$ cat config.mk
export PLATFORM = sky130hd
export DESIGN_NAME = subset_sum_counter
export DESIGN_NICKNAME = d
export VERILOG_FILES = /design/src/ssc_pkg.sv /design/src/subset_sum_counter.sv /design/src/ssc_gray_step.sv
export VERILOG_INCLUDE_DIRS = /design/src /design/src/src
export SDC_FILE = /design/constraint.sdc
export NUM_CORES = 1
export LEC_CHECK = 0
export ABC_AREA = 1
export BUFFER_PORTS_ARGS = -buffer_cell sky130_fd_sc_hd__buf_2
export CAP_MARGIN = 25
export CELL_PAD_IN_SITES_DETAIL_PLACEMENT = 0
export CELL_PAD_IN_SITES_GLOBAL_PLACEMENT = 2
export CORE_ASPECT_RATIO = 0.6
export CORE_MARGIN = 2
export CORE_UTILIZATION = 40
export CTS_CLUSTER_SIZE = 20
export DETAILED_ROUTE_END_ITERATION = 6
export GPL_TIMING_DRIVEN = 0
export HOLD_SLACK_MARGIN = 0.02
export PLACE_DENSITY = 0.92
export SLEW_MARGIN = 20
export SYNTH_ARGS = -nofsm -noshare
export SYNTH_HDL_FRONTEND = slang
export SYNTH_SLANG_ARGS = --single-unit
$ cat constraint.sdc
create_clock -name clock -period 3.13 [get_ports clock]
set_clock_uncertainty 0.05 [all_clocks]
set_input_delay 0.626 -clock clock [delete_from_list [all_inputs] [get_ports clock]]
set_output_delay 0.626 -clock clock [all_outputs]
set_load 0.02 [all_outputs]
$ cat src/assert_macros.svh
// Assertion macros used by subset_sum_counter.
// Define ASSERT_OFF to compile the checks out.
`ifndef ASSERT_MACROS_SVH
`define ASSERT_MACROS_SVH

`ifndef ASSERT_OFF

// Check that a property holds at every rising clock edge outside reset.
`define ASSERT_CLK(label, clk, rst, prop) \
   label: assert property (@(posedge clk) disable iff (rst) (prop)) \
      else $error("assertion failed");

// Check that an expression is never true outside reset.
`define ASSERT_NEVER(label, clk, rst, expr) \
   label: assert property (@(posedge clk) disable iff (rst) !(expr)) \
      else $error("forbidden condition seen");

`else

`define ASSERT_CLK(label, clk, rst, prop)
`define ASSERT_NEVER(label, clk, rst, expr)

`endif

`endif

$ cat src/ssc_pkg.sv
package ssc_pkg;

   localparam int VALUE_W  = 18;
   localparam int TARGET_W = 23;
   localparam int COUNT_W  = 16;
   localparam int IDX_MAX_W = 5;   // holds an element index for up to 32 entries

   typedef struct packed {
      logic signed [VALUE_W-1:0] value;
      logic                      last;
   } req_type;

   typedef struct packed {
      logic [COUNT_W-1:0] match_count;
      logic               overflowed;
   } rsp_type;

   // One Gray code step: which element flips and whether it joins the subset.
   typedef struct packed {
      logic                 add;
      logic [IDX_MAX_W-1:0] idx;
   } flip_type;

   typedef enum logic [2:0] {
      S_LOAD  = 3'b001,
      S_SCAN  = 3'b010,
      S_DRAIN = 3'b100
   } state_type;

endpackage

$ cat src/subset_sum_counter.sv
// Channel  | Ports                          | Handshake
// ---------+--------------------------------+------------------------------------
// request  | start, busy, req_data          | item taken when start & !busy
// response | rsp_valid, rsp_data            | one-cycle strobe, no back-pressure
// config   | csr_wr_en, csr_wr_data         | target written when csr_wr_en
//
// Each item is written to the store as it is taken, unless the store is full.
// After the item marked last, the block walks all 2^N - 1 non-empty subsets
// of the N stored elements in Gray code order, one element-store read and
// one add or subtract per cycle.
// busy stays high from the last item until the result strobe.
// Reset is synchronous and clears the control state; the store needs no clearing.
`include "assert_macros.svh"

module subset_sum_counter
   import ssc_pkg::*;
#(
   parameter int MAX_ITEMS = 16
) (
   input  logic                       clock,
   input  logic                       reset,
   input  logic                       start,
   output logic                       busy,
   input  req_type                    req_data,
   output logic                       rsp_valid,
   output rsp_type                    rsp_data,
   input  logic                       csr_wr_en,
   input  logic signed [TARGET_W-1:0] csr_wr_data
);

   localparam int CNT_W = $clog2(MAX_ITEMS + 1);
   localparam int IDX_W = (MAX_ITEMS > 1) ? $clog2(MAX_ITEMS) : 1;
   localparam int SUM_W = VALUE_W + $clog2(MAX_ITEMS + 1);
   localparam int CMP_W = (SUM_W > TARGET_W) ? SUM_W : TARGET_W;

   // element store: written while loading, read once per enumeration step
   logic [VALUE_W-1:0] elem_mem [MAX_ITEMS];

   state_type                 state_ff, state_in;
   logic [CNT_W-1:0]          count_ff, count_in;
   logic                      ovf_ff, ovf_in;
   logic [MAX_ITEMS-1:0]      step_ff, step_in;
   logic signed [SUM_W-1:0]   sum_ff, sum_in;
   logic [COUNT_W-1:0]        hit_ff, hit_in;
   logic signed [TARGET_W-1:0] target_ff;
   logic                      rd_vld_ff, rd_vld_in;
   logic                      add_ff;
   logic signed [VALUE_W-1:0] rd_data_ff;
   logic                      chk_vld_ff, chk_vld_in;
   logic                      rsp_valid_ff, rsp_valid_in;
   rsp_type                   rsp_data_ff;

   logic                      accept;
   logic                      full;
   logic                      scan_last;
   logic [MAX_ITEMS-1:0]      last_mask;
   logic [IDX_W-1:0]          rd_addr;
   logic signed [CMP_W-1:0]   sum_ext;
   logic signed [CMP_W-1:0]   target_ext;
   logic                      hit;
   flip_type                  flip;

   ssc_gray_step #(
      .MAX_ITEMS (MAX_ITEMS)
   ) u_gray_step (
      .step (step_ff),
      .flip (flip)
   );

   assign accept  = start && !busy;
   assign full    = (count_ff == CNT_W'(MAX_ITEMS));
   assign rd_addr = flip.idx[IDX_W-1:0];

   // final Gray step is 2^N - 1: all of the low N bits set
   always_comb begin
      for (int j = 0; j < MAX_ITEMS; j++) begin
         last_mask[j] = (CNT_W'(j) < count_ff);
      end
   end
   assign scan_last = (step_ff == last_mask);

   // compare the registered subset sum against the target
   assign sum_ext    = CMP_W'(sum_ff);
   assign target_ext = CMP_W'(target_ff);
   assign hit        = chk_vld_ff && (sum_ext == target_ext);

   // -- store access --------------------------------------------------------
   always_ff @(posedge clock) begin
      if (accept && !full) begin
         elem_mem[count_ff[IDX_W-1:0]] <= req_data.value;
      end
      rd_data_ff <= elem_mem[rd_addr];
      add_ff     <= flip.add;
   end

   // -- control -------------------------------------------------------------
   always_comb begin
      state_in     = state_ff;
      count_in     = count_ff;
      ovf_in       = ovf_ff;
      step_in      = step_ff;
      rd_vld_in    = 1'b0;
      rsp_valid_in = 1'b0;
      unique case (state_ff)
         S_LOAD: begin
            if (accept) begin
               // drop the item once the store is full, but remember it
               if (full) begin
                  ovf_in = 1'b1;
               end else begin
                  count_in = count_ff + CNT_W'(1);
               end
               if (req_data.last) begin
                  step_in  = MAX_ITEMS'(1);
                  state_in = S_SCAN;
               end
            end
         end
         S_SCAN: begin
            // issue one store read per step
            rd_vld_in = 1'b1;
            step_in   = step_ff + MAX_ITEMS'(1);
            if (scan_last) begin
               state_in = S_DRAIN;
            end
         end
         S_DRAIN: begin
            // wait for the add and compare stages to empty
            if (!rd_vld_ff && !chk_vld_ff) begin
               rsp_valid_in = 1'b1;
               count_in     = '0;
               ovf_in       = 1'b0;
               state_in     = S_LOAD;
            end
         end
         default: begin
            state_in = S_LOAD;
         end
      endcase
   end

   // -- datapath ------------------------------------------------------------
   always_comb begin
      sum_in     = sum_ff;
      chk_vld_in = rd_vld_ff;
      hit_in     = hit_ff;
      if (state_ff == S_LOAD) begin
         sum_in = '0;
         hit_in = '0;
      end else if (rd_vld_ff) begin
         // advance the running sum by the element that flips
         if (add_ff) begin
            sum_in = sum_ff + SUM_W'(rd_data_ff);
         end else begin
            sum_in = sum_ff - SUM_W'(rd_data_ff);
         end
      end
      // hold the count at its ceiling
      if (hit && (hit_ff != '1)) begin
         hit_in = hit_ff + COUNT_W'(1);
      end
   end

   always_ff @(posedge clock) begin
      if (reset) begin
         state_ff     <= S_LOAD;
         count_ff     <= '0;
         ovf_ff       <= 1'b0;
         step_ff      <= '0;
         sum_ff       <= '0;
         hit_ff       <= '0;
         target_ff    <= '0;
         rd_vld_ff    <= 1'b0;
         chk_vld_ff   <= 1'b0;
         rsp_valid_ff <= 1'b0;
      end else begin
         state_ff     <= state_in;
         count_ff     <= count_in;
         ovf_ff       <= ovf_in;
         step_ff      <= step_in;
         sum_ff       <= sum_in;
         hit_ff       <= hit_in;
         rd_vld_ff    <= rd_vld_in;
         chk_vld_ff   <= chk_vld_in;
         rsp_valid_ff <= rsp_valid_in;
         if (csr_wr_en) begin
            target_ff <= csr_wr_data;
         end
      end
   end

   // capture the result as the drain completes
   always_ff @(posedge clock) begin
      if (rsp_valid_in) begin
         rsp_data_ff.match_count <= hit_ff;
         rsp_data_ff.overflowed  <= ovf_ff;
      end
   end

   assign busy      = (state_ff != S_LOAD);
   assign rsp_valid = rsp_valid_ff;
   assign rsp_data  = rsp_data_ff;

   // -- checks --------------------------------------------------------------
   `ASSERT_CLK(a_rsp_single, clock, reset, rsp_valid_ff |=> !rsp_valid_ff)
   `ASSERT_NEVER(a_pipe_idle_in_load, clock, reset,
                 (state_ff == S_LOAD) && (rd_vld_ff || chk_vld_ff))
   `ASSERT_CLK(a_drop_flags, clock, reset, (accept && full) |=> ovf_ff)

endmodule

$ cat src/ssc_gray_step.sv
module ssc_gray_step
   import ssc_pkg::*;
#(
   parameter int MAX_ITEMS = 16
) (
   input  logic [MAX_ITEMS-1:0] step,
   output flip_type             flip
);

   logic [MAX_ITEMS-1:0] low_bit;
   logic [IDX_MAX_W-1:0] idx;

   // isolate the lowest set bit of the step counter
   assign low_bit = step & (~step + MAX_ITEMS'(1));

   always_comb begin
      idx = '0;
      for (int j = 0; j < MAX_ITEMS; j++) begin
         if (low_bit[j]) begin
            idx = idx | IDX_MAX_W'(j);
         end
      end
   end

   // the Gray bit turns on when the counter bit above the flipped one is clear
   assign flip.add = ~|({low_bit, 1'b0} & {1'b0, step});
   assign flip.idx = idx;

endmodule

After elaboration in Yosys (flattened, before gate mapping)
Memory sizes are Yosys's and may differ from the RTL's. A register that Yosys moved wholly into a read port is not among the register bits.
Index checks and enable logic that the tools add are counted.
{ "totals": {"output_inout_bits": 19, "input_bits": 46, "ff_bits": 108, "mem_count": 1, "ramBits": 288} }
{ "mem_list": {"columns": ["name", "words", "word_bits", "read_ports", "rd_ports_with_merged_regs", "write_ports", "line", "text"], "rows": [
  ["elem_mem", 16, 18, 1, 1, 1, "subset_sum_counter.sv:37", "logic [VALUE_W-1:0] elem_mem [MAX_ITEMS];"]
]} }
{ "classes": {"mux": 39, "order_cmp": 16, "add_sub_neg": 6, "n_reduce_logical": 19, "n_eq_ne": 14, "n_bitwise": 3} }
{ "ops": {"columns": ["operator", "count"], "rows": [
  ["$mux 16", 4],
  ["$add 16x1->16 const B", 3],
  ["$lt 4x5->1 const A", 8],
  ["$mux 4", 8],
  ["$pmux 16 s2", 1],
  ["$mux 3", 8],
  ["$add 23x18->23", 1],
  ["$eq 23x23->1", 1],
  ["$mux 23", 1],
  ["$sub 23x18->23", 1],
  ["$lt 3x5->1 const A", 4],
  ["$and 17x16->17", 1],
  ["$reduce_or 17->1", 1],
  ["$and 16x16->16", 1],
  ["$eq 16x16->1", 1],
  ["$ne 16x16->1 const B", 1],
  ["$not 16->16", 1],
  ["$mux 5", 3],
  ["$ne 2x2->1 const B", 6],
  ["$reduce_and 4->1", 3],
  ["$lt 1x5->1 const A", 2],
  ["$lt 2x5->1 const A", 2],
  ["$pmux 5 s2", 1],
  ["$mux 1", 9],
  ["14 further kinds", 25]
]} }

Depth between registers and ports, before layout
{ "depth": {"word_depth": 18, "mapped_depth": 23} }

Modules after synthesis
A second synthesis with hierarchy kept.
{ "hier_totals": {"cells_unflattened": 2028, "area_unflattened_um2": 19857.8} }
{ "modules_own_cells": {"columns": ["module", "cells_per_inst", "area_each_um2", "n_inst"], "rows": [
  ["subset_sum_counter", 1945, 19397.4, 1],
  ["ssc_gray_step", 83, 460.4, 1]
]} }

Worst setup path after synthesis
OpenSTA, ideal clock, no wires.
{ "synth_path": {"path_type": "register to register", "from": "reg rd_data_ff[2], read port of elem_mem", "to": "reg sum_ff[22], in the netlist sum_ext[22]", "required_time_ps": 2967, "n_path_buf": 0, "period_less_slack_ps": 2743, "arrival_ps": 2580, "setup_slack_ps": 387, "path_stages_with_launch": 23, "path_cell_list": "dfxtp_1 > inv_1 > nand3_1 > nor2_1 > nand3b_1 > nor2_1 > nand3_1 > nor2_1 > o21ai_0 > o21bai_1 > inv_1 > ha_1 > inv_1 > nor3_1 > nand2_1 > nor2_1 > nand2_1 > nand3_1 > nor2_1 > nor2_1 > nand2_1 > nand2_1 > nor2_1"} }
{ "synth_between": {"elab_chain_len": 2, "word_cells_on_any_way": 3} }
{ "synth_lines": {"columns": ["element", "line", "text"], "rows": [
  ["from (decl)", "subset_sum_counter.sv:48", "logic signed [VALUE_W-1:0] rd_data_ff;"],
  ["$sub 23x18->23 or $add 23x18->23 (tied branches)", "subset_sum_counter.sv:155, subset_sum_counter.sv:153", null],
  ["$mux 23 (*)", "subset_sum_counter.sv:152", "if (add_ff) begin"],
  ["to (signal assigned)", "subset_sum_counter.sv:181", "sum_ff <= sum_in;"],
  ["to (decl)", "subset_sum_counter.sv:43", "logic signed [SUM_W-1:0] sum_ff, sum_in;"]
]} }
Every way passes the cells marked *; elsewhere a longest branch is shown, timed or not.
A chain may end at the register's enable or synchronous reset.

Worst setup path after layout
{ "layout_path": {"from": "reg step_ff[1]", "to": "reg rd_data_ff[11], read port of elem_mem"} }
{ "layout_between": {"elab_chain_len": 18} }
{ "layout_lines": {"columns": ["element", "line", "text"], "rows": [
  ["from (decl)", "subset_sum_counter.sv:42", "logic [MAX_ITEMS-1:0] step_ff, step_in;"],
  ["from (signal assigned)", "subset_sum_counter.sv:180", "step_ff <= step_in;"],
  ["$not 16->16", "ssc_gray_step.sv:14", "assign low_bit = step & (~step + MAX_ITEMS'(1));"],
  ["$add 16x1->16", "ssc_gray_step.sv:14", null],
  ["$and 16x16->16 (*)", "ssc_gray_step.sv:14", null],
  ["$mux 1", "ssc_gray_step.sv:19", "if (low_bit[j]) begin"],
  ["$mux 2 (2 in series)", "ssc_gray_step.sv:19", null],
  ["$mux 3 (4 in series)", "ssc_gray_step.sv:19", null],
  ["$mux 4 (7 in series)", "ssc_gray_step.sv:19", null],
  ["$mux 4 (*)", "ssc_gray_step.sv:19", null]
]} }
Marks and branches as above.

==> impl_metrics.json <==
{
  "place_inst": 3097,
  "grt_max_degree": 19,
  "finalHoldViolCount": 0,
  "area_growth_pct": 16.95,
  "cts_made_buffers": 42,
  "syn_area_per_cell_um2": 8.864,
  "vias": 16942,
  "worst_slack_ns": 0.04299,
  "grt_pass1_vias": 15698,
  "rsz0062_at_grt": "yes",
  "synth_top_area_frac": 0.4423,
  "syn_area_um2": 20710,
  "p_per_area_nw_per_um2": 579.4,
  "period_share": 0.9863,
  "multiInputGateArea_um2": 7849,
  "worst_ep_arrival_time_ns": 3.47,
  "clk_pin_slew_worst_paths_ns": 0.07,
  "synth_top_cell_by_area": "edfxtp_1",
  "routed_wl_um": 64380,
  "synthDistinctLibCells": 43,
  "antenna_left": 0,
  "coreArea_um2": 51010,
  "nFillCells": 4881,
  "layout_min_cycle_time_ns": 3.087,
  "track_usage": 0.2371,
  "route.detailed.drc": 0,
  "dp_hpwl_um": 46530,
  "finalSetupViolations": 0,
  "ios": 65,
  "wl_per_cell_um": 20.12,
  "overflow": 0,
  "clockRootBuffer": "clkbuf_16",
  "layout-drive-gt1-share": 0.1405,
  "fmax_ghz": 0.3239,
  "seqCellArea_um2": 11340,
  "ir_drop_mv": 0.3591,
  "power_uw": 14030,
  "drtIter0Drc": 1891,
  "port_buffers": 63,
  "ys_seq_area_frac": 0.5477,
  "die_width_um": 297.7,
  "min_path_type": "input port to flop",
  "rows": 64,
  "preCtsSetupSlack_ns": -0.4110,
  "ys_ff_latch": 414,
  "drt-vias-per-instance": 5.294,
  "cp-end-kind": "flop",
  "h-tree-depth": 2,
  "slew_violations": 0,
  "p_leak_uw": 0.01033,
  "cp_max_fo": 10,
  "cts_tree": "yes",
  "yosysWarnings": 0,
  "initial_utilization": 0.4060,
  "maxCapViolCount": 0,
  "synthTopCellsByArea": "edfxtp_1, dfxtp_1, nand3_1, nand2_1, inv_1",
  "critPathKind": "flop to flop",
  "gp_congestion": 0.9251,
  "die-area_um2": 53660,
  "clk_path_buf_depth": 3,
  "syn_nets": 2422,
  "firstDrtPassIters": 5,
  "start_kind": "flop",
  "synthesis.instances": 2336,
  "critPathSlowestCell": "dfxtp_1",
  "status": "finished clean",
  "required_ns": 3.52,
  "slew_headroom": 0.4536,
  "final_cells": 3200,
  "hold_buffers": 0,
  "nets": 2562,
  "antenna_found_initial": 1,
  "tightest_slew_ns": 0.8122,
  "die_h_um": 180.2,
  "cts.sinks": 414,
  "clk_latency_ns": 0.59,
  "grt_pass1_wl_um": 96320,
  "crit_chain": "inv_1 -> ha_1 -> nand3_2 -> nor2_2 -> nand4_1 -> nand2_1 -> nor2_2 -> nand3_4 -> inv_4 -> buf_2 -> nand3_1 -> nand3_1 -> nand2_1",
  "cp_slowest_stage_delay_ns": 0.46
}
==> power by group <==
group          internal, uW  switching, uW
clock                  2830           2250
combinational           804           1730
sequential             6240            176
==> per-stage QoR <==
step | TNS (ns) | utilization | area (um2) | hold WS [ns]
after floorplan | 0 | - | 20710 | 0.3590
after global placement | -208.53 | 0.4291 | 21890 | 0.3799
after detailed placement | -3.427 | 0.4324 | 22060 | 0.3793
after CTS | -0.9338 | 0.4674 | 23840 | 0.2119
after global routing | -0.4316 | 0.4747 | 24220 | 0.2198
final | 0 | 0.4748 | 24220 | 0.2252
==> metal layers <==
layer	vias up	track usage	share of wire
li1	8052	-	-
met1	8105	0.3844	0.49
met5	-	0.01235	0.0014
met3	79	0.07294	0.12
met4	2	0.03879	0.014
met2	704	0.3030	0.37
==> sequential cells by signal, summed over array words and instances, names as in the netlist <==
name	flops
hit_ff	16
elem_mem	288
add_ff	1
target_ext	23
count_ff	5
step_ff	16
state_ff	3
ovf_ff	1
rsp_valid	1
chk_vld_ff	1
rsp_data	17
chk_vld_in	1
sum_ext	23
rd_data_ff	18
==> cell type report <==
| type | count | share of cell area |
|---|---|---|
| Sequential cell | 414 | 0.4683 |
| Multi-Input combinational cell | 1429 | 0.3241 |
| Inverter | 394 | 0.06127 |
| Clock buffer | 47 | 0.04417 |
| Tap cell | 693 | 0.03580 |
| Timing Repair Buffer | 96 | 0.03208 |
| Buffer | 99 | 0.02175 |
| Clock inverter | 27 | 0.01240 |
| Antenna cell | 1 | 0.0001033 |
==> final timing paths <==
path | from | end | slack, ns | depth (start not counted)
min | csr_wr_data[10] | target_ext[10] | 0.23 | 3
max reg2reg | step_ff[1] | rd_data_ff[11] | 0.04 | 13
max | step_ff[1] | rd_data_ff[11] | 0.04 | 13
min reg2reg | ovf_ff | rsp_data[0] | 0.39 | 0
==> cell usage after synthesis (all sizes together) <==
library cell and instances:
a22oi 3, a21o 2, clkinv 3, o21ai 79
clkbuf 29, nand2 405, nor4 3, dfxtp 109
a21oi 95, o22ai 5, nand4 32, a211oi 1
nand3 412, o211ai 2, xnor2 8, nor3 31
xor2 43, a21boi 3, inv 391, or2 10
o41ai 1, o221ai 2, o21bai 6, fa 1
o2111ai 2, nand3b 77, buf 70, o31ai 1
nor2 162, edfxtp 305, ha 39, nor3b 2
a31oi 1, and2 1
==> placed cells by master (no fill, tap or decap), types with 12 or more instances in the layout <==
master,n
nand2_1,393
nand3_1,390
inv_1,375
edfxtp_1,305
nor2_1,126
buf_2,112
dfxtp_1,108
a21oi_1,83
nand3b_1,77
o21ai_0,68
xor2_1,43
clkbuf_16,42
nand4_1,32
clkbuf_1,32
ha_1,32
nor3_1,25
nor2_4,24
buf_4,19
nand3_2,18
buf_12,15
inv_2,14
nor2_2,12
nand2_2,12
a21oi_2,12
==> logic make-up after synthesis <==
| family | share of synthesized area |
|---|---|
| and+or+nand+nor | 0.2572 |
| DFF | 0.5477 |
| xor gates and xnor gates | 0.02157 |
| adders and majority gates | 0.02453 |
| AOI/OAI and AO/OA | 0.05251 |
| buffers and inverters | 0.09650 |
==> critical path: cells and delay by family, from the launching register on <==
kind,cells,cell delay (ns)
simple gates,9,1.45
buf+inv,3,0.70
flops,1,0.46
fa+ha+maj,1,0.28
==> repair_timing <==
action / in CTS / in global routing
endpoints found under the setup margin: 166 / 285
pin swaps: 22 / 35
gates resized for setup: 36 / 73
setup buffers: 16 / 12
No activity file was read; power rests on OpenSTA's default activity.
